**src/sv/fws_pkg.sv**
```systemverilog
`default_nettype none

package fws_pkg;

   // fraction bits of the quantized fog exponent
   localparam int EXP_TABLE_BITS = 8;
   localparam int EXP_STEPS      = EXP_TABLE_BITS + 4;
   localparam int XQ_W           = 17 + EXP_TABLE_BITS;
   localparam int FOG_LAT        = EXP_STEPS + 3;
   localparam int FRES_LAT       = 4;

   localparam logic [15:0] IOR_ONE   = 16'd4096;
   localparam logic [15:0] IOR_MAX   = 16'd16384;
   localparam logic [15:0] IOR_WATER = 16'd5460;
   localparam logic [15:0] IOR_GLASS = 16'd6144;
   localparam logic [16:0] ONE16     = 17'd65536;

   localparam logic [1:0] CLASS_WATER   = 2'd0;
   localparam logic [1:0] CLASS_GLASS   = 2'd1;
   localparam logic [1:0] CLASS_UNKNOWN = 2'd2;

   localparam int DIV_STEPS = 45;

   // exp(-2^k), Q0.24, k = -12 .. 3
   localparam logic [23:0] EXP_POW [16] = '{
      24'd16773120, 24'd16769026, 24'd16760840, 24'd16744480,
      24'd16711808, 24'd16646655, 24'd16517109, 24'd16261035,
      24'd15760736, 24'd14805841, 24'd13066109, 24'd10175896,
      24'd6171993,  24'd2270549,  24'd307285,   24'd5628
   };

   typedef enum logic [2:0] {
      CSR_HAS_IOR     = 3'd0,
      CSR_CAPTURED    = 3'd1,
      CSR_CLASS       = 3'd2,
      CSR_BIAS        = 3'd3,
      CSR_FOG_DENSITY = 3'd4,
      CSR_FOG_COLOUR  = 3'd5
   } csr_index_type;

   typedef enum logic [1:0] {
      F0_IDLE,
      F0_SQUARE,
      F0_DIVIDE
   } f0_state_type;

   typedef struct packed {
      logic        has_captured_ior;
      logic [15:0] captured_ior;
      logic [1:0]  surface_class;
      logic [15:0] fresnel_bias;
      logic [15:0] fog_density;
      logic [47:0] fog_colour;
   } cfg_type;

   typedef struct packed {
      logic [15:0] reflect_red;
      logic [15:0] reflect_green;
      logic [15:0] reflect_blue;
      logic [15:0] refract_red;
      logic [15:0] refract_green;
      logic [15:0] refract_blue;
      logic [15:0] view_cosine;
      logic [15:0] water_distance;
   } req_type;

   typedef struct packed {
      logic [15:0] shade_red;
      logic [15:0] shade_green;
      logic [15:0] shade_blue;
   } rsp_type;

   // (a*b + 0.5) in Q1.16, operands at most 1.0
   function automatic logic [16:0] mul16(input logic [16:0] a, input logic [16:0] b);
      logic [33:0] p;
      p = {17'b0, a} * {17'b0, b} + 34'd32768;
      return p[32:16];
   endfunction

endpackage

`default_nettype wire

```
**src/sv/fws_fresnel.sv**
```systemverilog
`default_nettype none

module fws_fresnel (
   input  wire logic        clock,
   input  wire logic        en,
   input  wire logic [15:0] view_cosine,
   input  wire logic [16:0] f0,
   output logic [16:0]      f
);

   logic [15:0] c;
   logic [16:0] comp;
   logic [16:0] comp1_ff, comp2_ff;
   logic [16:0] sq_ff, sq2_ff, p5_ff, f_ff;
   logic [17:0] fsum;

   always_comb begin
      c    = view_cosine[15] ? 16'd0 : view_cosine;
      comp = {16'(16'd32768 - c), 1'b0};
      fsum = {1'b0, f0} + {1'b0, fws_pkg::mul16(fws_pkg::ONE16 - f0, p5_ff)};
   end

   always_ff @(posedge clock) begin
      if (en) begin
         comp1_ff <= comp;
         sq_ff    <= fws_pkg::mul16(comp, comp);
         comp2_ff <= comp1_ff;
         sq2_ff   <= fws_pkg::mul16(sq_ff, sq_ff);
         p5_ff    <= fws_pkg::mul16(sq2_ff, comp2_ff);
         f_ff     <= (fsum > {1'b0, fws_pkg::ONE16}) ? fws_pkg::ONE16 : fsum[16:0];
      end
   end

   assign f = f_ff;

endmodule

`default_nettype wire

```
**config.mk**
```make
export PLATFORM = sky130hd
export DESIGN_NAME = fws_fresnel
export DESIGN_NICKNAME = d
export VERILOG_FILES = /design/src/sv/fws_pkg.sv /design/src/sv/fws_fresnel.sv
export SDC_FILE = /design/constraint.sdc
export NUM_CORES = 2
export LEC_CHECK = 0
export BUFFER_PORTS_ARGS = -buffer_cell sky130_fd_sc_hd__buf_2
export CELL_PAD_IN_SITES_DETAIL_PLACEMENT = 0
export CELL_PAD_IN_SITES_GLOBAL_PLACEMENT = 1
export CORE_MARGIN = 2
export CORE_UTILIZATION = 50
export DETAILED_ROUTE_END_ITERATION = 6
export GPL_ROUTABILITY_DRIVEN = 1
export PLACE_DENSITY = 0.78
export RECOVER_POWER = 100
export SYNTH_ARGS = -nofsm -noshare
export SYNTH_HDL_FRONTEND = slang
export SYNTH_SLANG_ARGS = --single-unit
export TNS_END_PERCENT = 100
```
**constraint.sdc**
```tcl
create_clock -name clock -period 11.8 [get_ports clock]
set_clock_uncertainty 0.1 [all_clocks]
set_input_delay 1.77 -clock clock [delete_from_list [all_inputs] [get_ports clock]]
set_output_delay 1.77 -clock clock [all_outputs]
set_load 0.005 [all_outputs]
```
Word-level counts from Yosys, hierarchy flattened. Index checks and enable logic that the tools add are counted.

Bits in registers: 100. Input bits: 35. Output and inout port bits: 17. Logic and storage cells: 19.

Add/sub/neg operators: 7. Multipliers: 4. Magnitude comparators: 1. Mux-type cells: 1.

Operators by type and width (number): $add 33x16->33 const B (4); $mul 17x17->33 (2); $mul 17x16->32 (1); $mul 16x16->31 (1); $add 17x17->18 (1); $gt 18x17->1 const B (1); $sub 17x17->17 const A (1); $sub 16x15->16 const A (1); $mux 15 (1).

Logic depth before layout (Yosys ltp).
Word-level depth: 5. Gate-level depth with buffers: 43. Gate-level depth less buffers: 40.

Worst setup path after synthesis. No wires, ideal clock.

Path kind: in2reg. Start point: input port f0[0]. End point: register f_ff[10], in the netlist f[10], data pin. Setup time: 0.266 ns. Data arrival time: 10.219 ns. Required time: 11.434 ns. Path slack: 1.215 ns. Stages on the path: 40. Buffers on the path: 2. Cells stage by stage: clkbuf_1 -> inv_1 -> ha_1 -> nand2_1 -> nor3_1 -> nand2b_1 -> nor4_1 -> xnor2_1 -> and2_1 -> fa_1 -> inv_1 -> fa_1 -> fa_1 -> fa_1 -> inv_1 -> fa_1 -> inv_1 -> fa_1 -> (+4 left out) -> a21o_1 -> a21oi_1 -> nand2_1 -> a21oi_1 -> o21bai_1 -> xor2_1 -> ha_1 -> nor2b_1 -> o21ai_0 -> a21boi_0 -> o21a_1 -> o21ai_0 -> a21oi_1 -> o31ai_1 -> o21ai_0 -> a31oi_1 -> clkbuf_1 -> nor2_1.

Cells in the longest elaborated chain, start to end: 5.

RTL lines: from (decl) (RTL line fws_fresnel.sv:7) `input wire logic [16:0] f0,`; $sub 17x17->17 (RTL line fws_fresnel.sv:20) `fsum = {1'b0, f0} + {1'b0, fws_pkg::mul16(fws_pkg::ONE16 - f0, p5_ff)};`; $mul 17x17->33 (RTL line fws_pkg.sv:76) `p = {17'b0, a} * {17'b0, b} + 34'd32768;`; $add 33x16->33 (RTL line fws_pkg.sv:76); $add 17x17->18 * (RTL line fws_fresnel.sv:20); $gt 18x17->1 (RTL line fws_fresnel.sv:30) `f_ff <= (fsum > {1'b0, fws_pkg::ONE16}) ? fws_pkg::ONE16 : fsum[16:0];`; to (signal assigned) (RTL line fws_fresnel.sv:30); to (decl) (RTL line fws_fresnel.sv:14) `logic [16:0] sq_ff, sq2_ff, p5_ff, f_ff;`.

Every way passes the cells marked *; elsewhere a longest branch is shown, timed or not. A chain may end at the register's enable or synchronous reset.

Worst setup path after layout.
Start point: input port view_cosine[15]. End point: register sq_ff[16], data pin.

Cells in the longest elaborated chain, start to end: 4.

RTL lines: from (decl) (RTL line fws_fresnel.sv:6) `input wire logic [15:0] view_cosine,`; $mux 15 (RTL line fws_fresnel.sv:18) `c = view_cosine[15] ? 16'd0 : view_cosine;`; $sub 16x15->16 (RTL line fws_fresnel.sv:19) `comp = {16'(16'd32768 - c), 1'b0};`; $mul 16x16->31 (RTL line fws_pkg.sv:76); $add 33x16->33 (RTL line fws_pkg.sv:76); to (signal assigned) (RTL line fws_fresnel.sv:26) `sq_ff <= fws_pkg::mul16(comp, comp);`; to (decl) (RTL line fws_fresnel.sv:14).

No other way between the ends.

==> impl_metrics.csv <==
group,metric,value,unit
status,status,"complete, but fails checks",
status,violations,"capacitance limit, slew limit",
grt,grt_pass1_wl,141.8,mm
final_layout,multi_input_area,29860,sq um
clock_tree,cts_setup_buffers,0,
clock_tree,cts_resized,0,
critical_path,slowest_delay,0.54,ns
final_layout,fin_cells,5029,
timing,finalMaxSlewViolations,103,
yosys,ys_ff_latch,100,
yosys,synth_edf_count,100,
final_layout,fillers,7006,
grt,grtUsageTotal,22.99,%
yosys,netlist-cell-type-count,81,
clock_tree,clk_pin_slew,0.09,ns
final_layout,syn2layout_area_growth,4.227,%
timing,fin_ws,0.7286,ns
critical_path,timing_worst_setup_path_type,"input pin to register",
clock_tree,worstSkewPairLatency,0.40,ns
clock_tree,cts.path.max_buffers,2,
timing,max_freq,0.09032,GHz
grt,grt_max_degree,65,
yosys,ys_warn_count,0,
yosys,async_flop_share,0,%
yosys,syn-cell-area,37360,sq um
clock_tree,cts-root-buf,"clkbuf_16",
critical_path,path_max_fanout,12,
routing,dr.pass1.iters,5,
floorplanning,ioPinCount,52,
final_layout,insertedDiodeCount,0,
min_path,hp-class,"register to register",
timing,rsz0062_at_grt,"no",
routing,ant_nets,0,
floorplanning,die_area,76920,sq um
timing,fin_tns_setup,0,ns
clock_tree,cts_hold_buf,0,
routing,via_per_inst,5.123,
placement,place_congestion,0.8618,
grt,grt_overflow,0,
placement,post-place-ws,0.4411,ns
job,max_cap_violations,2,
critical_path,cp-end-kind,"register",
timing,tightest_slew,3.454,ns
routing,drcViolationCount,0,
floorplanning,core_area,74200,sq um
critical_path,critPathMostFrequentCell,"fa_1",
yosys,yosysSeqAreaShare,8.038,%
routing,num_vias,25760,
clock_tree,cts_sinks,100,
yosys,synthFlopType,"edfxtp_1",
critical_path,critPathSlowestCell,"clkinv_1",
floorplanning,fp.dieH,277.3,um
grt,grt_pass1_vias,27920,
timing,finalHoldViolCount,0,
placement,dp_hpwl,70.29,mm
clock_tree,cts_inserted_buffers,9,
routing,wl_per_cell,16.66,um
floorplanning,initial_utilization,50.35,%
critical_path,cp_data_required_time,11.84,ns
placement,port_buffers,51,
timing,holdWs,0.3103,ns
routing,routed_wl,83.77,mm
final_layout,seqCellArea,3003,sq um
placement,place_inst,5013,
clock_tree,cts_tree,"built",
critical_path,cp.arrival,11.11,ns
final_layout,drive_above_1_share,2.660,%
timing,layout_min_cycle_time,11.07,ns
floorplanning,rows,100,
timing,max-slew-margin-rel,-130.2,%
routing,first_iter_violations,1074,
timing,setup_violations,0,
yosys,synth_cells,4060,
final_layout,nets,5314,
grt,antenna_found_initial,1,
timing,min_period_over_period,93.83,%
yosys,synth_area_per_cell,9.201,sq um
clock_tree,htreeDepth,3,
floorplanning,fp.dieW,277.3,um
critical_path,critPathLaunchType,"input pin",
## critical path, delay by kind of cell
family / cells / cell delay, ns
AOI/OAI and AO/OA: 7 / 1.69
xor gates and xnor gates: 1 / 0.11
adders and majority gates: 8 / 3.50
buffers and inverters: 8 / 1.88
muxes: 1 / 0.22
and+or+nand+nor: 7 / 1.95
## cell usage in the layout (no fill, tap or decap), types with 40 or more instances in the layout
cell,n
a21o_1,42
a21oi_1,68
and2_1,322
buf_2,40
edfxtp_1,100
fa_1,786
ha_1,438
inv_1,1068
nand2_1,486
nor2_1,143
o21ai_0,40
xnor2_1,100
xor2_1,49
## path summary, 6_finish.rpt
kind                                            start                     to  depth (start not counted)  slack (ns)
worst max register to register   sq2_ff[10]$_DFFE_PP_    p5_ff[16]$_DFFE_PP_                         24        2.69
worst max-delay path                  view_cosine[15]    sq_ff[16]$_DFFE_PP_                         32        0.73
worst min-delay path            comp1_ff[3]$_DFFE_PP_  comp2_ff[3]$_DFFE_PP_                          0        0.31
worst min register to register  comp1_ff[3]$_DFFE_PP_  comp2_ff[3]$_DFFE_PP_                          0        0.31
## cells by family after synthesis
kind of cell    synth area share (%)
flops                          8.038
compound gates                 4.837
other cells                  0.02010
xor+xnor                       3.493
fa+ha+maj                      56.79
mux                          0.08373
simple gates                   14.72
buf+inv                        12.01
## per-layer routing
| layer | vias up | share of wire, % | GRT usage, % |
|---|---|---|---|
| li1 | 12110 | - | - |
| met1 | 13070 | 45 | 30.48 |
| met2 | 485 | 49 | 40.11 |
| met3 | 101 | 4.1 | 2.864 |
| met4 | 2 | 2.2 | 5.574 |
| met5 | - | 0.012 | 0 |
## flip-flops by register name, summed over array words and instances, names as in the netlist
| name | flops |
|---|---|
| comp2_ff | 16 |
| comp1_ff | 16 |
| sq2_ff | 17 |
| f | 17 |
| p5_ff | 17 |
| sq_ff | 17 |
## cells in the mapped netlist, drive strengths merged (3+ instances only)
library cell / instances / share of area, %
inv: 1069 / 11
fa: 786 / 42
nand2: 486 / 4.9
ha: 438 / 15
and2: 326 / 5.5
nor2: 143 / 1.4
clkbuf: 116 / 1.2
edfxtp: 100 / 8.0
xnor2: 100 / 2.3
a21oi: 68 / 0.91
xor2: 49 / 1.1
a21o: 42 / 0.84
o21ai: 41 / 0.55
nor3: 38 / 0.51
nand3: 27 / 0.36
o21a: 16 / 0.32
nor2b: 15 / 0.25
nor4: 14 / 0.33
nand2b: 13 / 0.22
o31ai: 13 / 0.27
a211oi: 12 / 0.24
and3: 12 / 0.20
nand4: 12 / 0.22
or3: 10 / 0.18
a31oi: 8 / 0.17
clkinv: 8 / 0.080
nor3b: 6 / 0.13
o211ai: 6 / 0.12
or2: 6 / 0.10
a2111oi: 5 / 0.19
a21boi: 5 / 0.10
o21bai: 5 / 0.10
and4: 4 / 0.094
o211a: 4 / 0.11
or4: 4 / 0.080
a211o: 3 / 0.070
a311oi: 3 / 0.070
a31o: 3 / 0.070
o22ai: 3 / 0.050
## metrics by stage
step | area [sq um] | utilization (%)
2_1_floorplan | 37390 | -
3_3_place_gp | 38730 | 52.20
3_5_place_dp | 38730 | 52.20
4_1_cts | 39030 | 52.60
5_1_grt | 38940 | 52.48
6_report | 38940 | 52.48
## final cells by class
class                   count  share of cell area, %
clock buffers               9                 0.5784
repair buffers             92                  1.343
inverters                1077                  10.38
clock inverters             7                 0.1800
flip-flops and latches    100                  7.712
multi-input cells        2775                  76.69
well taps                 969                  3.114
Power is left out: the tool's default activity adds up to more than one toggle a clock period on the data nets, which glitch-free logic cannot reach.
