### src/sv/fws_pkg.sv
`default_nettype none

package fws_pkg;

   // fraction bits of the quantized fog exponent
   localparam int EXP_TABLE_BITS = 8;
   localparam int EXP_STEPS      = EXP_TABLE_BITS + 4;
   localparam int XQ_W           = 17 + EXP_TABLE_BITS;
   localparam int FOG_LAT        = EXP_STEPS + 3;
   localparam int FRES_LAT       = 4;

   localparam logic [15:0] IOR_ONE   = 16'd4096;
   localparam logic [15:0] IOR_MAX   = 16'd16384;
   localparam logic [15:0] IOR_WATER = 16'd5460;
   localparam logic [15:0] IOR_GLASS = 16'd6144;
   localparam logic [16:0] ONE16     = 17'd65536;

   localparam logic [1:0] CLASS_WATER   = 2'd0;
   localparam logic [1:0] CLASS_GLASS   = 2'd1;
   localparam logic [1:0] CLASS_UNKNOWN = 2'd2;

   localparam int DIV_STEPS = 45;

   // exp(-2^k), Q0.24, k = -12 .. 3
   localparam logic [23:0] EXP_POW [16] = '{
      24'd16773120, 24'd16769026, 24'd16760840, 24'd16744480,
      24'd16711808, 24'd16646655, 24'd16517109, 24'd16261035,
      24'd15760736, 24'd14805841, 24'd13066109, 24'd10175896,
      24'd6171993,  24'd2270549,  24'd307285,   24'd5628
   };

   typedef enum logic [2:0] {
      CSR_HAS_IOR     = 3'd0,
      CSR_CAPTURED    = 3'd1,
      CSR_CLASS       = 3'd2,
      CSR_BIAS        = 3'd3,
      CSR_FOG_DENSITY = 3'd4,
      CSR_FOG_COLOUR  = 3'd5
   } csr_index_type;

   typedef enum logic [1:0] {
      F0_IDLE,
      F0_SQUARE,
      F0_DIVIDE
   } f0_state_type;

   typedef struct packed {
      logic        has_captured_ior;
      logic [15:0] captured_ior;
      logic [1:0]  surface_class;
      logic [15:0] fresnel_bias;
      logic [15:0] fog_density;
      logic [47:0] fog_colour;
   } cfg_type;

   typedef struct packed {
      logic [15:0] reflect_red;
      logic [15:0] reflect_green;
      logic [15:0] reflect_blue;
      logic [15:0] refract_red;
      logic [15:0] refract_green;
      logic [15:0] refract_blue;
      logic [15:0] view_cosine;
      logic [15:0] water_distance;
   } req_type;

   typedef struct packed {
      logic [15:0] shade_red;
      logic [15:0] shade_green;
      logic [15:0] shade_blue;
   } rsp_type;

   // (a*b + 0.5) in Q1.16, operands at most 1.0
   function automatic logic [16:0] mul16(input logic [16:0] a, input logic [16:0] b);
      logic [33:0] p;
      p = {17'b0, a} * {17'b0, b} + 34'd32768;
      return p[32:16];
   endfunction

endpackage

`default_nettype wire

### src/sv/fws_f0_unit.sv
`default_nettype none

module fws_f0_unit (
   input  wire logic             clock,
   input  wire logic             reset,
   input  wire logic             start,
   input  wire fws_pkg::cfg_type cfg,
   output logic                  busy,
   output logic [16:0]           f0
);

   fws_pkg::f0_state_type state_ff, state_in;
   logic [28:0] den_ff;
   logic [28:0] rem_ff;
   logic [44:0] work_ff;
   logic [5:0]  count_ff;
   logic [16:0] f0_ff;

   logic [15:0] n;
   logic        use_index;
   logic        divide_sel;
   logic [13:0] n_minus;
   logic [14:0] n_plus;
   logic [27:0] num;
   logic [28:0] den;
   logic [16:0] bias_f0;
   logic [29:0] rem2;
   logic        q_bit;
   logic        last_step;

   always_comb begin
      use_index = 1'b1;
      n = 16'd0;
      if (cfg.has_captured_ior) begin
         if (cfg.captured_ior < fws_pkg::IOR_ONE || cfg.captured_ior > fws_pkg::IOR_MAX) begin
            use_index = 1'b0;
         end else begin
            n = cfg.captured_ior;
         end
      end else if (cfg.surface_class == fws_pkg::CLASS_WATER) begin
         n = fws_pkg::IOR_WATER;
      end else if (cfg.surface_class == fws_pkg::CLASS_GLASS) begin
         n = fws_pkg::IOR_GLASS;
      end
      divide_sel = use_index && (n > fws_pkg::IOR_ONE);
      n_minus = 14'(n - fws_pkg::IOR_ONE);
      n_plus  = 15'(n + fws_pkg::IOR_ONE);
      num = {14'b0, n_minus} * {14'b0, n_minus};
      den = {14'b0, n_plus} * {14'b0, n_plus};

      if (cfg.fresnel_bias[15]) begin
         bias_f0 = 17'd0;
      end else if (cfg.fresnel_bias > fws_pkg::IOR_ONE) begin
         bias_f0 = fws_pkg::ONE16;
      end else begin
         bias_f0 = {cfg.fresnel_bias[12:0], 4'b0};
      end

      rem2  = {rem_ff, work_ff[44]};
      q_bit = rem2 >= {1'b0, den_ff};
      last_step = count_ff == 6'(fws_pkg::DIV_STEPS - 1);
   end

   always_comb begin
      state_in = state_ff;
      unique case (state_ff)
         fws_pkg::F0_IDLE: begin
            state_in = fws_pkg::F0_IDLE;
         end
         fws_pkg::F0_SQUARE: begin
            state_in = divide_sel ? fws_pkg::F0_DIVIDE : fws_pkg::F0_IDLE;
         end
         fws_pkg::F0_DIVIDE: begin
            if (last_step) state_in = fws_pkg::F0_IDLE;
         end
         default: begin
            state_in = fws_pkg::F0_IDLE;
         end
      endcase
      if (start) state_in = fws_pkg::F0_SQUARE;
   end

   always_ff @(posedge clock) begin
      if (reset) begin
         state_ff <= fws_pkg::F0_SQUARE;
      end else begin
         state_ff <= state_in;
      end
   end

   // restoring division, one quotient bit per cycle
   always_ff @(posedge clock) begin
      if (state_ff == fws_pkg::F0_SQUARE) begin
         den_ff   <= den;
         work_ff  <= {num, 17'b0} + {17'b0, den[28:1]} - {num, 17'b0} + {1'b0, num, 16'b0};
         rem_ff   <= 29'd0;
         count_ff <= 6'd0;
         if (!divide_sel) f0_ff <= bias_f0;
      end else if (state_ff == fws_pkg::F0_DIVIDE) begin
         rem_ff   <= q_bit ? 29'(rem2 - {1'b0, den_ff}) : rem2[28:0];
         work_ff  <= {work_ff[43:0], q_bit};
         count_ff <= count_ff + 6'd1;
         if (last_step) f0_ff <= {work_ff[15:0], q_bit};
      end
   end

   assign busy = state_ff != fws_pkg::F0_IDLE;
   assign f0   = f0_ff;

endmodule

`default_nettype wire

### config.mk
export PLATFORM = sky130hd
export DESIGN_NAME = fws_f0_unit
export DESIGN_NICKNAME = d
export VERILOG_FILES = /design/src/sv/fws_pkg.sv /design/src/sv/fws_f0_unit.sv
export SDC_FILE = /design/constraint.sdc
export NUM_CORES = 1
export LEC_CHECK = 0
export BUFFER_PORTS_ARGS = -buffer_cell sky130_fd_sc_hd__buf_2
export CAP_MARGIN = 10
export CORE_UTILIZATION = 30
export CTS_CLUSTER_SIZE = 40
export DETAILED_ROUTE_END_ITERATION = 6
export HOLD_SLACK_MARGIN = 0.08
export PLACE_DENSITY_LB_ADDON = 0.1
export SYNTH_ARGS = -nofsm -noshare
export SYNTH_HDL_FRONTEND = slang
export SYNTH_SLANG_ARGS = --single-unit
### constraint.sdc
create_clock -name clock -period 20.7 [get_ports clock]
set_input_delay 0 -clock clock [delete_from_list [all_inputs] [get_ports clock]]
set_output_delay 0 -clock clock [all_outputs]
set_load 0.005 [all_outputs]
Yosys cells after proc, flatten, opt, wreduce, memory -nomap -nowiden --
Index checks and enable logic that the tools add are counted.
Cells by class: equal/unequal tests 6, order comparisons 5, $mul 2, reductions and logical operators 8, muxes and demuxes 18, add/subtract/negate cells 7
Operators with widths (count):
- 2-to-1 mux 17 bit | 6
- 2-to-1 mux 45 bit | 2
- adder 45 x 28 -> 45 bit | 1
- adder 45 x 44 -> 45 bit | 1
- subtractor 45 bit | 1
- greater-than comparator 16 x 13 -> 1 bit (second input constant) | 2
- 2-to-1 mux 16 bit | 2
- >= comparator 30 x 29 -> 1 bit | 1
- multiplier 15 x 15 -> 29 bit | 1
- 2-to-1 mux 29 bit | 1
- subtractor 29 bit | 1
- multiplier 14 x 14 -> 28 bit | 1
- 2-to-1 mux 13 bit | 2
- greater-than comparator 16 x 15 -> 1 bit (second input constant) | 1
- < comparator 16 x 13 -> 1 bit (second input constant) | 1
- adder 15 x 13 -> 15 bit (second input constant) | 1
- subtractor 14 x 13 -> 14 bit (second input constant) | 1
- adder 6 x 1 -> 6 bit (second input constant) | 1
- == test 6 bit (second input constant) | 1
- nonzero test 2 bit | 3
- == test 2 x 1 -> 1 bit (second input constant) | 2
- 2-to-1 mux 2 bit | 2
- != test 2 bit (second input constant) | 2
- case mux 2 bit (2 select lines) | 1
- other kinds (7) | 8
Word-level totals: output and inout port bits 18, flip-flop bits (word level) 128

Depth between registers and ports, before layout --
Gate-level depths: netlist of the first run.
depth in word-level cells 10, depth in mapped cells 45, mapped depth without buffers 42

Least setup slack after synthesis of the first run --
No wires, ideal clock.
path type input-to-reg, start point input port cfg[88] (netlist bit), end point register work_ff[43], data pin, setup time 0.260 ns, cell stages on the path 41, path slack 10.218 ns, arrival 10.222 ns, cells stage by stage nor4_1 -> nand4_2 -> a21boi_4 -> clkbuf_1 -> clkbuf_1 -> nand2_1 -> ha_1 -> clkbuf_1 -> nor2_1 -> fa_1 -> inv_1 -> fa_1 -> inv_1 -> fa_1 -> fa_1 -> fa_1 -> inv_1 -> fa_1 -> (+5 left out) -> a211oi_1 -> o21bai_1 -> a21oi_1 -> o21ai_0 -> xnor2_1 -> fa_1 -> inv_1 -> ha_1 -> a21o_1 -> a21o_1 -> a31o_2 -> a21oi_1 -> a211oi_2 -> a311oi_4 -> o21ai_2 -> a311o_1 -> xor2_1 -> mux2_2
On the way: longest elaborated chain between the ends 10, elaborated cells on any way between the ends 13, classes of those cells add/sub: 5; mul: 2; order compare: 2; mux: 3; reduce/logical: 1
Ends and longest elaborated chain:
- from (decl) | RTL line fws_f0_unit.sv:7 | input wire fws_pkg::cfg_type cfg,
- < comparator 16 x 13 -> 1 bit or greater-than comparator 16 x 15 -> 1 bit (tied branches) | RTL line fws_f0_unit.sv:35 | if (cfg.captured_ior < fws_pkg::IOR_ONE || cfg.captured_ior > fws_pkg::IOR_MAX) begin
- logical OR 1 bit | RTL line fws_f0_unit.sv:35
- 2-to-1 mux 16 bit (*) | RTL line fws_f0_unit.sv:35
- 2-to-1 mux 16 bit (*) | RTL line fws_f0_unit.sv:34 | if (cfg.has_captured_ior) begin
- adder 15 x 13 -> 15 bit or subtractor 14 x 13 -> 14 bit (tied branches) | RTL line fws_f0_unit.sv:47, fws_f0_unit.sv:46
- multiplier 15 x 15 -> 29 bit or multiplier 14 x 14 -> 28 bit (tied branches) | RTL line fws_f0_unit.sv:49, fws_f0_unit.sv:48
- adder 45 x 28 -> 45 bit | RTL line fws_f0_unit.sv:95 | work_ff <= {num, 17'b0} + {17'b0, den[28:1]} - {num, 17'b0} + {1'b0, num, 16'b0};
- subtractor 45 bit | RTL line fws_f0_unit.sv:95
- adder 45 x 44 -> 45 bit (*) | RTL line fws_f0_unit.sv:95
- 2-to-1 mux 45 bit (*) | RTL line fws_f0_unit.sv:93 | if (state_ff == fws_pkg::F0_SQUARE) begin
- to (signal assigned) | RTL line fws_f0_unit.sv:95
- to (signal assigned) | RTL line fws_f0_unit.sv:101 | work_ff <= {work_ff[43:0], q_bit};
- to (decl) | RTL line fws_f0_unit.sv:15 | logic [44:0] work_ff;
Mark *: on every way between the ends. The rest lies on a longest branch, timed or not. A chain may end at the register's enable or synchronous reset.

Worst setup path in the final report of the first run --
start point input port cfg[83] (netlist bit), end point register work_ff[43], data pin
The elaborated chain is that of the path after synthesis.

==> results by group, run 1 <==
Status
  • Status: finished, final reports clean

Min path
  • Hold wc startpoint: cfg[82]
  • Hold Crit Class: input pin to flop
  • WHS Path Cells: 2
  • End of the worst hold path: den_ff[2]

Die
  • Core area: 67,040 sq um
  • Cell Rows: 95
  • Die span in y: 262.3 um
  • Io pins: 120
  • Initial core utilization: 0.3032
  • Die area: 68,790 sq um
  • Die Wd: 262.3 um

Placement
  • Port Buf Inserts: 55
  • DP HPWL: 46.33 mm
  • Post-Place Setup Slack: 8.295 ns
  • GPL Wtd Cong: 0.8285

Detailed routing
  • Final ANT Viol Nets: 0
  • Vias: 14,780
  • DR iter-0 viols: 633
  • Drt total wl: 54.92 mm
  • Drt first pass iters: 5
  • Drt drc: 0
  • DR WL/cell: 17.61 um
  • DR vias/cell: 4.740

Setup path
  • Worst setup SP type: input pin
  • R2r endpoint: rem_ff[19]
  • Reg-to-Reg Start: work_ff[44]
  • Worst setup EP type: flop
  • Kind of critical path: input pin to flop
  • Slowest stage cell, crit path: nor2_1
  • Critical Path Most Common Cell: fa_1
  • Critical Path AT: 12.00 ns
  • Largest stage delay on the critical path: 0.67 ns
  • CP Data Required Time: 20.88 ns
  • CP Max Fanout: 19
  • Reg2Reg Depth: 14
  • Reg2reg setup slack: 16.61 ns
  • Critical Path Start: cfg[83]

Timing
  • Fin Hold WS: 0.1910 ns
  • Worst slew margin: 0.2049
  • Minimum clock period: 11.82 ns
  • Worst Slack Setup Final: 8.882 ns
  • Final cycle utilization of the critical path: 0.5709
  • Final Hold Fails: 0
  • RSZ-0062 raised after global routing: no
  • Worst Skew: 0.007416 ns
  • Pins over their slew limit: 0
  • Fmax: 0.08462 GHz
  • Setup TNS Final: 0 ns
  • # setup viols final: 0
  • Worst Tran Pin Value: 1.183 ns

Power
  • Largest vdd supply drop: 0.05890 mV
  • Cell area power density: 83.67 nW/um^2
  • LEAKAGE: 0.01163 uW

Finish
  • Area grow syn2layout: 10.80%
  • N_diodes: 0
  • Final #Nets: 2,881
  • Layout fillers: 7,059
  • Share of cells above drive strength 1: 0.07391

Clocking
  • Longest Clk Path Bufs: 2
  • TritonCTS Buffers: 17
  • Clk pin slew, worst setup/hold paths: 0.06 ns
  • Number of gates resized after cts: 0
  • CTS tree: yes
  • Clk_lat worst skew: 0.43 ns
  • Root Driver: clkbuf_16
  • H-tree depth: 4
  • Sink Count: 127

Logic synthesis
  • Seq/Total Area, Yosys: 0.1694
  • Post-Syn Area: 20,320 sq um
  • Mapped Cells: 2,170
  • Syn nets: 2,818
  • Most common cell in the netlist: inv_1
  • Post-synth EDFFs: 90
  • Synth top area cells: fa_1 25%, ha_1 18%, edfxtp_1 13%
  • Top cell type's share of synthesized area: 0.2541
  • Synth warnings: 0
  • Cell taking the most area after synthesis: fa_1
  • Seq cells post-synth: 127
  • Syn avg cell area: 9.366 sq um
  • Yosys cell types: 84
  • Synth cell count leaders: 419 x inv_1, 288 x ha_1, 258 x fa_1
  • Asr flop ratio synth: 0
  • Top FF cell, synth: edfxtp_1

Global route
  • Largest net degree at the start of global routing: 67
  • Vias in the first global route: 15,550
  • GRT Total Usage: 0.1623
  • Initial antenna violation count: 0
  • Grt ovf: 0
  • First-pass GRT wire length: 87.22 mm

Run
  • Max Cap Viol: 0
==> power breakdown <==
group          leakage [uW]  total [uW]  internal, uW  switching [uW]
clock              0.000306         339           213             126
sequential          0.00123         399           380            19.5
combinational        0.0101        1150           501             646
==> how the worst max path moves through the flow <==
stage | slack, ns | cells past startpoint | endpoint
2_1_floorplan | 10.22 | 41 | work_ff[43]
3_3_place_gp | 8.36 | 42 | work_ff[43]
3_5_place_dp | 8.30 | 42 | work_ff[43]
4_1_cts | 8.71 | 42 | work_ff[43]
5_1_grt | 8.11 | 42 | work_ff[43]
6_report | 8.88 | 41 | work_ff[43]
==> stage by stage <==
stage | utilization | power, uW | std cells | instance area, sq um
2_1_floorplan | - | 1260 | 2170 | 20320
3_3_place_gp | 0.3231 | 1568 | 3065 | 21660
3_5_place_dp | 0.3231 | 1563 | 3065 | 21660
4_1_cts | 0.3353 | 1923 | 3115 | 22480
5_1_grt | 0.3359 | 2058 | 3119 | 22520
6_report | 0.3359 | 1884 | 3119 | 22520
==> layout by cell type, fill, tap and decap left out, drive strengths merged, types with 11 or more instances in the layout <==
cell,n
o21ai,52
edfxtp,90
nor2b,29
nand2b,23
fa,258
clkbuf,17
a311oi,23
ha,288
nand2,169
dfxtp,37
buf,73
mux2,26
or3,13
nand4,14
o21bai,13
xnor2,82
o21a,18
a211oi,11
dlygate4sd3,21
and3,30
nor2,148
nand3,24
a21oi,85
nor3,26
a21o,64
inv,421
xor2,46
and2,13
==> registers in the layout (all words and copies together) (netlist names) <==
register,flops
work_ff,45
state_ff,2
f0,17
count_ff,6
den_ff,28
rem_ff,29
==> what timing repair did <==
action                                 4_1_cts  5_1_grt
hold buffers                                18        3
buffers inserted                             0        0
endpoints found under the hold margin       15        1
==> cells by family after synthesis <==
kind of cell | count (synthesis) | synth area share
multiplexers | 32 | 0.01736
AND/OR/NAND/NOR | 522 | 0.1221
adder cells (fa/ha/maj) | 546 | 0.4314
buffers and inverters | 473 | 0.08736
AO/OA/AOI/OAI | 342 | 0.1171
flip-flops | 127 | 0.1694
XOR/XNOR | 128 | 0.05516
==> worst max-delay path: cells and delay by family <==
| family | cells | cell delay [ns] |
|---|---|---|
| XOR/XNOR | 2 | 0.53 |
| AO/OA/AOI/OAI | 15 | 3.70 |
| adder cells (fa/ha/maj) | 9 | 4.10 |
| multiplexers | 1 | 0.26 |
| AND/OR/NAND/NOR | 6 | 2.02 |
| buffers and inverters | 8 | 1.34 |
==> routing by layer <==
layer / part of all wire / track usage
met1: 0.47 / 0.2151
met2: 0.50 / 0.2872
met3: 0.018 / 0.01567
met4: 0.012 / 0.03005
met5: 0 / 0
==> area by class of cell <==
class                      count  area [sq um]  share of cell area
timing repair buffer          94         620.6             0.02756
clock buffer                  17         425.4             0.01889
inverter                     423          1588             0.07051
clock inverter                15         216.5            0.009612
tap                          873          1092             0.04851
sequential                   127          3443              0.1529
multi-input combinational   1570         15130              0.6720
Power figures use the tool's default switching activity.
==> inputs of run 2 (changes only) <==
==> constraint.sdc (replaced) <==
create_clock -name clock -period 9.8 [get_ports clock]
set_input_delay 0 -clock clock [delete_from_list [all_inputs] [get_ports clock]]
set_output_delay 0 -clock clock [all_outputs]
set_load 0.005 [all_outputs]
==> results by group, run 2 (same netlist as run 1, synthesis figures left out) <==
Power
  • Internal: 2635 uW (+140%)
  • Gate power share: 0.680 (+0.072)
  • Tot Pwr: 4457 uW (+140%)
  • Clock Power Share: 0.130 (-0.050)
  • Cell area power density: 178.2 nW/um^2 (+110%)
  • NetSw: 1822 uW (+130%)
  • LEAKAGE: 0.01317 uW (+13%)
  • Largest vdd supply drop: 0.1288 mV (+120%)
  • Register share of total power: 0.190 (-0.022)
  • Sw Ratio: 0.4088 (-0.01082)

Status
  • Status: finished, final reports clean

Placement
  • Port Buf Inserts: 55 (unchanged)
  • Placed Cells: 3,379 (+10%)
  • DP HPWL: 51.10 mm (+10%)
  • GPL Wtd Cong: 0.8602 (+3.8%)

Detailed routing
  • DR WL/cell: 17.13 um (-2.7%)
  • Final ANT Viol Nets: 0 (unchanged)
  • DR vias/cell: 4.653 (-1.8%)
  • Drt drc: 0 (unchanged)
  • Drt total wl: 58.84 mm (+7.1%)
  • DR iter-0 viols: 788 (+24%)
  • Drt first pass iters: 5 (unchanged)
  • Vias: 15,980 (+8.1%)

Global route
  • GRT Total Usage: 0.1724 (+0.01009)
  • First-pass GRT wire length: 93.12 mm (+6.8%)
  • Largest net degree at the start of global routing: 67 (unchanged)
  • Initial antenna violation count: 0 (unchanged)
  • Grt ovf: 0 (unchanged)
  • Vias in the first global route: 16,640 (+7.0%)

Setup path
  • CP Data Required Time: 9.97 ns (-10.91 ns)
  • Slowest stage cell, crit path: fa_1
  • Kind of critical path: input pin to flop
  • Worst setup SP type: input pin
  • Critical Path AT: 9.62 ns (-2.38 ns)
  • Reg2Reg Depth: 9 (-5)
  • CP Max Fanout: 5 (-14)
  • Worst setup EP type: flop
  • Largest stage delay on the critical path: 0.59 ns (-0.08 ns)
  • Critical Path Most Common Cell: fa_1

Finish
  • Top Registers: work_ff: 45 flops, rem_ff: 29 flops, den_ff: 28 flops
  • Area grow syn2layout: 23.09%
  • Multi-input logic area: 15,360 sq um (+1.5%)
  • Max reg flops: 45 (unchanged)
  • Most frequent cells in the layout: 418 x inv_1, 330 x buf_4, 281 x ha_1
  • Final Non-Filler Cells: 3,434 (+10%)
  • Reg area: 3443 sq um (unchanged)
  • Commonest non-fill, non-tap cell in the layout: inv_1
  • Biggest register: work_ff
  • Layout fillers: 6,894 (-2.3%)
  • Share of cells above drive strength 1: 0.2008 (+0.1269)
  • Final #Nets: 3,195 (+11%)

Timing
  • Worst slew margin: 0.2116 (+0.006630)
  • Minimum clock period: 9.452 ns
  • Setup TNS Final: 0 ns (unchanged)
  • Final cycle utilization of the critical path: 0.9645
  • Final Hold Fails: 0 (unchanged)
  • RSZ-0062 raised after global routing: yes
  • Fmax: 0.1058 GHz
  • Worst Tran Pin Value: 1.167 ns (-0.01622 ns)
  • Pins over their slew limit: 0 (unchanged)
  • # setup viols final: 0 (unchanged)
  • Worst Skew: 0.01330 ns (+0.005881 ns)

Run
  • Max Cap Viol: 0 (unchanged)

Clocking
  • CTS tree: yes
  • Root Driver: clkbuf_16
  • H-tree depth: 4 (unchanged)
  • Sink Count: 127 (unchanged)
  • Longest Clk Path Bufs: 2 (unchanged)
  • TritonCTS Buffers: 17 (unchanged)
  • Clk pin slew, worst setup/hold paths: 0.06 ns (about the same)
  • Clk_lat worst skew: 0.44 ns (about the same)

Die
  • Core area: 67,040 sq um (unchanged)
  • Die Wd: 262.3 um (unchanged)
  • Io pins: 120 (unchanged)
  • Die area: 68,790 sq um (unchanged)
  • Initial core utilization: 0.3032 (unchanged)
  • Die span in y: 262.3 um (unchanged)
  • Cell Rows: 95 (unchanged)

Min path
  • Hold Crit Class: input pin to flop
  • WHS Path Cells: 3 (+1)
[run 2: cell types whose count changed in the layout (fill, tap and decap cells not counted), moves of 4 or more]
cell and delta:
buf_4 +312, bufinv_16 -5, clkinv_2 +5, ha_1 -4
[run 2: worst paths after layout]
path          startpoint     endpoint  slack (ns)
min reg2reg  count_ff[5]  count_ff[5]        0.49
max              cfg[94]  work_ff[41]        0.35
max reg2reg  state_ff[1]  state_ff[1]        5.69
min              cfg[82]    den_ff[2]        0.21
[run 2: final cells by class]
class                   count  area share
diodes                      1   0.0001000
clock buffers              18     0.01716
clock inverters            14    0.003751
inverters                 423     0.06347
multi-input cells        1570      0.6141
flip-flops and latches    127      0.1376
well taps                 873     0.04367
repair buffers            408      0.1201
[run 2: routing by layer]
metal / GRT usage / part of all wire
met2: 0.2974 / 0.49
met3: 0.01483 / 0.019
met5: 0 / 0
met4: 0.03005 / 0.011
met1: 0.2368 / 0.48
[run 2: critical path: cells and delay by family]
kind            cells  cell delay [ns]
compound gates     13             2.82
xor+xnor            1             0.15
fa+ha+maj           9             4.04
simple gates        8             1.45
buf+inv             9             1.13
[run 2: stage by stage]
stage               setup slack, ns  hold slack (ns)    util  instance area, sq um
floorplan                   0.01209          0.07679       -                 20420
global placement            -0.2715           0.1926  0.3597                 24110
detailed placement          -0.4495           0.1948  0.3597                 24110
CTS                         0.04502          0.09996  0.3702                 24820
global route               -0.05279           0.1937  0.3731                 25010
finish                       0.3484           0.2082  0.3731                 25020
[run 2: power by group through the flow]
stage | registers, uW | logic, uW | clock network [uW]
global placement | 860 | 3000 | 0
CTS | 849 | 3040 | 599
detailed placement | 858 | 3000 | 0
global route | 862 | 3380 | 618
finish | 848 | 3030 | 580
floorplan | 836 | 1840 | 0
[run 2: what timing repair did]
| action | CTS | global route |
|---|---|---|
| endpoints found under the setup margin | 1 | 11 |
| setup buffers | 0 | 1 |
| endpoints found under the hold margin | 15 | 3 |
| hold buffers | 18 | 2 |
| resized for setup | 1 | 31 |
| pin swaps | 0 | 9 |
==> inputs of run 3 (changes only) <==
--- a/config.mk
+++ b/config.mk
@@ -7,7 +7,7 @@
 export LEC_CHECK = 0
 export BUFFER_PORTS_ARGS = -buffer_cell sky130_fd_sc_hd__buf_2
 export CAP_MARGIN = 10
-export CORE_UTILIZATION = 30
+export CORE_UTILIZATION = 57
 export CTS_CLUSTER_SIZE = 40
 export DETAILED_ROUTE_END_ITERATION = 6
 export HOLD_SLACK_MARGIN = 0.08
==> results by group, run 3 (same netlist as run 1, synthesis figures left out) <==
Min path
  • Hold Crit Class: input pin to flop
  • Hold wc startpoint: cfg[78]

Placement
  • DP HPWL: 43.67 mm (-15%)
  • Post-DP Area: 22,870 sq um (-5.1%)
  • Port Buf Inserts: 55 (unchanged)
  • Post-Place Setup Slack: -0.2877 ns (+0.1618 ns)
  • Placed Cells: 2,867 (-15%)
  • GPL Wtd Cong: 0.9552 (+11%)

Clocking
  • Sink Count: 127 (unchanged)
  • H-tree depth: 4 (unchanged)
  • CTS tree: yes
  • TritonCTS Buffers: 17 (unchanged)
  • Clk_lat worst skew: 0.43 ns (about the same)
  • Root Driver: clkbuf_16
  • Clk pin slew, worst setup/hold paths: 0.06 ns (about the same)
  • Longest Clk Path Bufs: 2 (unchanged)

Setup path
  • Worst setup SP type: input pin
  • Critical Path AT: 9.61 ns (about the same)
  • Worst setup EP type: flop
  • Slowest stage cell, crit path: fa_1
  • Largest stage delay on the critical path: 0.57 ns (-0.02 ns)
  • Reg-to-Reg Start: work_ff[44]
  • CP Data Required Time: 9.97 ns (about the same)
  • Reg2Reg Depth: 14 (+5)
  • Critical Path Most Common Cell: fa_1
  • Critical Path Start: cfg[85]
  • Kind of critical path: input pin to flop
  • Critical path endpoint: work_ff[41]
  • CP Max Fanout: 5 (unchanged)
  • Reg2reg setup slack: 5.68 ns (about the same)
  • R2r endpoint: rem_ff[19]

Die
  • Cell Rows: 68 (-28%)
  • Io pins: 120 (unchanged)
  • Initial core utilization: 0.5840 (+0.2809)
  • Die Wd: 190.8 um (-27%)
  • Core area: 34,800 sq um (-48%)
  • Die area: 36,410 sq um (-47%)
  • Die span in y: 190.8 um (-27%)

Power
  • LEAKAGE: 0.01272 uW (-3.4%)
  • Largest vdd supply drop: 0.2122 mV (+65%)
  • Register share of total power: 0.197 (+0.007)
  • Cell area power density: 180.0 nW/um^2 (+1.0%)
  • Clock Power Share: 0.141 (+0.011)
  • Internal: 2527 uW (-4.1%)
  • Sw Ratio: 0.4136 (+0.004771)
  • NetSw: 1782 uW (-2.2%)
  • Gate power share: 0.661 (-0.019)

Detailed routing
  • DR WL/cell: 17.80 um (+3.9%)
  • Vias: 16,160 (+1.1%)
  • Drt drc: 0 (unchanged)
  • DR vias/cell: 5.524 (+19%)
  • Drt first pass iters: 5 (unchanged)
  • DR iter-0 viols: 1,044 (+32%)
  • Drt total wl: 52.08 mm (-11%)
  • Final ANT Viol Nets: 0 (unchanged)

Global route
  • GRT Total Usage: 0.2968 (+0.1243)
  • Grt ovf: 0 (unchanged)
  • First-pass GRT wire length: 83.93 mm (-9.9%)
  • Vias in the first global route: 16,440 (-1.2%)
  • Largest net degree at the start of global routing: 71 (+6.0%)
  • Initial antenna violation count: 0 (unchanged)

Timing
  • Minimum clock period: 9.436 ns (-0.01534 ns)
  • Pins over their slew limit: 0 (unchanged)
  • Fmax: 0.1060 GHz (+0.16%)
  • Worst slew margin: 0.2089 (-0.002723)
  • # setup viols final: 0 (unchanged)
  • Final Hold Fails: 0 (unchanged)
  • Final cycle utilization of the critical path: 0.9629 (-0.001565)
  • Fin Hold WS: 0.1347 ns (-0.07357 ns)
  • Worst Tran Pin Value: 1.187 ns (+0.01946 ns)
  • Worst Slack Setup Final: 0.3637 ns (+0.01534 ns)
  • Worst Skew: 0.01020 ns (-0.003092 ns)

Finish
  • Reg area: 3443 sq um (unchanged)
  • Final instance area: 23,940 sq um (-4.3%)
  • Commonest non-fill, non-tap cell in the layout: inv_1
  • Most frequent cells in the layout: 417 x inv_1, 277 x ha_1, 257 x fa_1
  • Final Non-Filler Cells: 2,926 (-15%)
  • Finished Core Util: 0.6880 (+0.3148)
  • Layout fillers: 2,789 (-60%)
  • Max reg flops: 45 (unchanged)
  • Multi-input logic area: 15,450 sq um (+0.56%)
  • Final #Nets: 3,106 (-2.8%)
  • Area grow syn2layout: 17.80%
  • Top Registers: work_ff: 45 flops, rem_ff: 29 flops, den_ff: 28 flops
  • Biggest register: work_ff
  • Share of cells above drive strength 1: 0.1805 (-0.02029)
  • N_diodes: 0 (-1)

Run
  • Max Cap Viol: 0 (unchanged)

Status
  • Status: finished, final reports clean
run 3: cell types whose count changed in the layout (fill, tap and decap cells not counted), moves of 4 or more:
cell,change
ha_1,-4
nor2_2,+5
nor2_1,-7
buf_4,-88
ha_4,+4
and2_4,+4
clkinv_2,-4
run 3: area by class of cell:
cell class,count,share of cell area
sequential,127,0.1438
clock buffer,17,0.01777
multi-input combinational,1570,0.6453
timing repair buffer,319,0.09716
clock inverter,15,0.005697
tap,455,0.02378
inverter,423,0.06648
run 3: worst max-delay path: cells and delay by family:
| kind | cells | cell delay [ns] |
|---|---|---|
| fa+ha+maj | 9 | 4.12 |
| simple gates | 6 | 1.16 |
| xor+xnor | 1 | 0.16 |
| compound gates | 17 | 2.94 |
| buf+inv | 11 | 1.21 |
run 3: worst min-delay path by stage:
stage | end | cells past startpoint
final | f0[7] | 3
after global routing | den_ff[2] | 3
after CTS | f0[7] | 3
after detailed placement | state_ff[1] | 2
after global placement | state_ff[1] | 2
after floorplan | state_ff[1] | 1
run 3: timing repair:
item	4_1_cts	5_1_grt
setup endpoints to repair	0	12
buffers inserted	0	9
hold buffers	18	0
resized for setup	0	53
hold endpoints to repair	15	0
run 3: per-layer routing:
layer	vias up	track usage	part of all wire
met3	120	0.02668	0.050
met1	7846	0.3823	0.42
met5	-	0	0
li1	7741	-	-
met2	456	0.5065	0.48
met4	0	0.1320	0.051
run 3: per-stage QoR:
step | setup TNS [ns] | power [uW]
finish | 0 | 4309
global route | -0.03105 | 4664
CTS | 0 | 4239
detailed placement | -1.361 | 3584
global placement | -0.5659 | 3531
floorplan | 0 | 2679
run 3: power by group through the flow:
stage	clock (uW)	sequential [uW]	combinational, uW
after global routing	639	862	3160
after detailed placement	0	859	2730
after global placement	0	854	2680
after CTS	615	851	2770
after floorplan	0	836	1840
final	609	850	2850
